**src/rtl/core/julia_pkg.sv**
```systemverilog
package julia_pkg;

   localparam int FRAC_BITS_DEF  = 28;
   localparam int COORD_BITS_DEF = 12;

   localparam int WORD_W   = 32;
   localparam int WIDE_W   = 64;
   localparam int COUNT_W  = 10;
   localparam int COLOR_W  = 8;
   localparam int CSR_ADDR_W = 5;
   localparam int CSR_DATA_W = 32;

   localparam int DIV_STEPS = COLOR_W;
   localparam int DIV_CNT_W = $clog2(DIV_STEPS);
   localparam int REM_W     = COUNT_W + COLOR_W;

   localparam logic [COLOR_W-1:0] BLUE_BASE = 8'd139;
   localparam logic [COLOR_W-1:0] WHITE     = 8'd255;

   localparam logic [31:0]        RST_C_REAL    = 32'd211661357;
   localparam logic [31:0]        RST_C_IMAG    = 32'd0;
   localparam logic [30:0]        RST_ESC_LIM   = 31'd386547057;
   localparam logic [31:0]        RST_ORG_REAL  = 32'hECCC_CCCD;
   localparam logic [31:0]        RST_ORG_IMAG  = 32'hECCC_CCCD;
   localparam logic [30:0]        RST_STEP_REAL = 31'd1431656;
   localparam logic [30:0]        RST_STEP_IMAG = 31'd1840700;
   localparam logic [COUNT_W-1:0] RST_MAX_ITER  = 10'd50;

   typedef enum logic [2:0] {
      CSR_C_REAL,
      CSR_C_IMAG,
      CSR_ESC_LIM,
      CSR_ORG_REAL,
      CSR_ORG_IMAG,
      CSR_STEP_REAL,
      CSR_STEP_IMAG,
      CSR_MAX_ITER
   } julia_csr_type;

   typedef struct packed {
      logic [31:0]        c_real;
      logic [31:0]        c_imag;
      logic [30:0]        escape_limit_sq;
      logic [31:0]        origin_real;
      logic [31:0]        origin_imag;
      logic [30:0]        step_real;
      logic [30:0]        step_imag;
      logic [COUNT_W-1:0] max_iter;
   } julia_cfg_type;

   typedef enum logic [2:0] {
      ST_IDLE,
      ST_MUL,
      ST_SUM,
      ST_TEST,
      ST_DIV,
      ST_FIN
   } julia_state_type;

   typedef struct packed {
      logic load;
      logic update;
      logic div_start;
      logic div_step;
      logic out_load;
   } julia_cmd_type;

   typedef struct packed {
      logic cont;
   } julia_sts_type;

endpackage

```
**src/rtl/core/julia_ctrl.sv**
```systemverilog
module julia_ctrl (
   input  logic                    clock,
   input  logic                    reset,
   input  logic                    req_valid,
   output logic                    req_ready,
   output logic                    rsp_valid,
   input  logic                    rsp_ready,
   input  julia_pkg::julia_sts_type sts,
   output julia_pkg::julia_cmd_type cmd
);
   import julia_pkg::*;

   julia_state_type      state_ff, state_in;
   logic [DIV_CNT_W-1:0] div_cnt_ff, div_cnt_in;
   logic                 rsp_valid_ff, rsp_valid_in;

   always_ff @(posedge clock) begin
      if (reset) begin
         state_ff     <= ST_IDLE;
         div_cnt_ff   <= '0;
         rsp_valid_ff <= 1'b0;
      end else begin
         state_ff     <= state_in;
         div_cnt_ff   <= div_cnt_in;
         rsp_valid_ff <= rsp_valid_in;
      end
   end

   always_comb begin
      state_in   = state_ff;
      div_cnt_in = div_cnt_ff;
      cmd        = '0;
      req_ready  = 1'b0;
      case (state_ff)
         ST_IDLE: begin
            req_ready = 1'b1;
            if (req_valid) begin
               cmd.load = 1'b1;
               state_in = ST_MUL;
            end
         end
         ST_MUL:  state_in = ST_SUM;
         ST_SUM:  state_in = ST_TEST;
         ST_TEST: begin
            if (sts.cont) begin
               cmd.update = 1'b1;
               state_in   = ST_MUL;
            end else begin
               cmd.div_start = 1'b1;
               div_cnt_in    = '0;
               state_in      = ST_DIV;
            end
         end
         ST_DIV: begin
            cmd.div_step = 1'b1;
            div_cnt_in   = div_cnt_ff + 1'b1;
            if (div_cnt_ff == DIV_CNT_W'(DIV_STEPS - 1)) begin
               state_in = ST_FIN;
            end
         end
         ST_FIN: begin
            // hold the result until the output register is free
            if (!rsp_valid_ff || rsp_ready) begin
               cmd.out_load = 1'b1;
               state_in     = ST_IDLE;
            end
         end
         default: state_in = ST_IDLE;
      endcase
   end

   always_comb begin
      if (cmd.out_load) begin
         rsp_valid_in = 1'b1;
      end else if (rsp_ready) begin
         rsp_valid_in = 1'b0;
      end else begin
         rsp_valid_in = rsp_valid_ff;
      end
   end

   assign rsp_valid = rsp_valid_ff;

endmodule

```
**config.mk**
```make
export PLATFORM = sky130hd
export DESIGN_NAME = julia_ctrl
export DESIGN_NICKNAME = d
export VERILOG_FILES = /design/src/rtl/core/julia_pkg.sv /design/src/rtl/core/julia_ctrl.sv
export SDC_FILE = /design/constraint.sdc
export NUM_CORES = 1
export LEC_CHECK = 0
export BUFFER_PORTS_ARGS = -buffer_cell sky130_fd_sc_hd__buf_2
export CAP_MARGIN = 15
export CORE_AREA = 2 2 39 41
export CTS_CLUSTER_SIZE = 20
export DETAILED_ROUTE_END_ITERATION = 10
export DIE_AREA = 0 0 41 43
export PLACE_DENSITY = 0.56
export SLEW_MARGIN = 30
export SYNTH_ARGS = -nofsm -noshare
export SYNTH_HDL_FRONTEND = slang
export SYNTH_SLANG_ARGS = --single-unit
export TNS_END_PERCENT = 20
```
**constraint.sdc**
```tcl
create_clock -name clock -period 1.4 [get_ports clock]
set_input_delay 0.14 -clock clock [delete_from_list [all_inputs] [get_ports clock]]
set_output_delay 0.14 -clock clock [all_outputs]
set_load 0.02 [all_outputs]
```
==> qor.csv <==
metric,value,unit
Post-Route WL,784,um
DR vias/cell,4.66,
"Slew Viols, Final",0,
highest-delay cell along the critical path,dfxtp_4,
fin crit period,1340,ps
CP max FO,6,
WP buf/inv,2,
layout net count,62,
Synth area leaders,"dfxtp_1 35%, ha_1 6.2%, nor2b_1 6.2%",
yosys warns,0,
H-tree lvl count,1,
max_slew headroom,77.4,%
placed insts,66,
CTS buffer count,3,
layout cells sized above 1,46.3,%
worst setup path startpoint,state_ff[1],
P per Cell Area,1110,nW/um^2
largest net degree at the start of global routing,10,
Final Setup Violations,0,
Crit Reg-Reg Startpoint,div_cnt_ff[0],
FP Rows,14,
final non-filler cell total,70,
initial antenna violation count,0,
worst skew pair latency,250,ps
worst path cell trace,buf_4 > nor2b_2 > nand2_1 > nor2_1 > buf_4,
die width,41,um
Pleak,0.237,nW
most frequent CP cell,buf_4,
dominant cell type by area after synthesis,dfxtp_1,
Post-Syn Area,403,sq um
Starting Density,29.1,%
number of nets with antenna violations after routing,0,
CTS tree,yes,
vias in the first global route,264,
most frequent cell after synthesis,dfxtp_1,
peak supply drop,0.666,mV
Hold Buf Count CTS,0,
Max Cap Viol,0,
ys flop type,dfxtp_1,
"EDFF count, synth",0,
worst setup path category,reg2out,
gpl congestion,0.635,
Clock Sinks,7,
sequential area share after synthesis,34.8,%
Synth Area per Inst,10.1,sq um
Total GRT Usage,10.4,%
Post-Place Setup Slack,82.7,ps
Vias,326,
starting DRC count in detailed routing,3,
Port Buffers,11,
DRC errors left,0,
Post-Synthesis Cells,40,
top post-synthesis cells by count,"7 x dfxtp_1, 4 x nor2b_1",
Mapped Nets,47,
Clock Skews,7.92,ps
Slew @ Worst Pin,338,ps
grt ovf,0,
final hold violations,0,
"Largest delay share family, worst path",flip-flops,
worst hold-check path type,in2reg,
synth-to-layout area growth,26.7,%
distinct cell type count after synthesis,25,
Hold Startpoint,reset,
post-synthesis async set-or-reset flop share,0,%
Worst setup SP type,flop,
CP peak stage delay,370,ps
Yosys reg bits,7,
post-synth top area share,34.8,%
WL per Instance,11.2,um
endpoint type of the worst setup path,primary output,
Post-CTS Setup Repair Bufs,0,
required time of the critical path,1260,ps
crit share post-route,95.6,%
die area,1760,sq um
CTS max path bufs,2,
Fill cells,136,
root buffer cell,clkbuf_4,
setup ws final,61.1,ps
crit path DAT,1200,ps
Max Clk Rate,747,MHz
detailed placement HPWL,569,um
"Reg clk slew, reported paths",60,ps
Die Y,43,um
first-pass GRT wire length,1.16,mm
Top-Level Pins,12,
area of the core,1380,sq um
status,"finished, final reports clean",
n_diodes,0,
drt pass-1 iters,4,
RSZ-0062 raised after global routing,true,
[timing repair]
action | in CTS | in global routing
resized for setup | 3 | 4
endpoints found under the hold margin | 0 | 0
endpoints found under the setup margin | 2 | 2
[cells by family after synthesis]
| group | Yosys count | synth area share (%) |
|---|---|---|
| flops | 7 | 34.8 |
| simple gates | 15 | 28.3 |
| buf+inv | 5 | 8.38 |
| mux | 1 | 3.73 |
| compound gates | 9 | 16.5 |
| xor+xnor | 1 | 2.17 |
| fa+ha+maj | 2 | 6.21 |
[metal layers]
metal	wire (um)	vias to the layer above	global-route usage, %
met5	0	-	0
met4	0	0	2.00
met3	79	0	9.42
met2	300	12	11.9
met1	404	145	14.3
li1	-	169	-
[worst reg2reg max path, cell delays in order (launching register included)]
cell	delay, ps
dfxtp_1	320
ha_1	200
ha_1	170
a2111oi_1	400
a2111oi_1	100
[cell type report]
type	instances	area, sq um	area share [%]
clock buffer	4	26.3	5.15
inverter	2	7.51	1.47
multi-input combinational	28	238	46.6
sequential	7	146	28.7
tap	16	20.0	3.92
timing repair buffer	13	72.6	14.2
[worst paths after layout]
check | to | slack (ps) | depth (start not counted)
worst max-delay path | cmd[0] | 60 | 5
worst max register to register | state_ff[0] | 90 | 4
worst min register to register | div_cnt_ff[1] | 490 | 1
worst min-delay path | state_ff[2] | 130 | 2
[where the power goes]
| group | internal [mW] | leakage [nW] | switching [mW] |
|---|---|---|---|
| Combinational | 0.0687 | 0.164 | 0.0660 |
| Sequential | 0.217 | 0.0583 | 0.0318 |
| Clock | 0.109 | 0.0150 | 0.0739 |
[placed cells by master (no fill, tap or decap), types with 2 or more instances in the layout]
cell type / count
buf_2: 10
inv_1: 2
dfxtp_2: 2
dfxtp_1: 4
a21oi_1: 2
nor2b_1: 3
ha_1: 2
a22o_1: 2
buf_4: 3
nor3_2: 2
clkbuf_4: 3
a2111oi_1: 2
[flip-flops by register name (all words and copies together), names as in the netlist]
register	cells
div_cnt_ff	3
rsp_valid	1
state_ff	3
[stage by stage]
step	cell area, sq um	setup TNS, ps	hold slack [ps]	utilization, %	total power [mW]
floorplan	408	0	209	-	0.345
global placement	472	0	402	34.1	0.379
detailed placement	472	0	403	34.1	0.380
CTS	502	0	129	36.3	0.569
global route	510	-16.6	128	36.9	0.600
finish	510	0	131	36.9	0.566
Power figures use the tool's default switching activity.
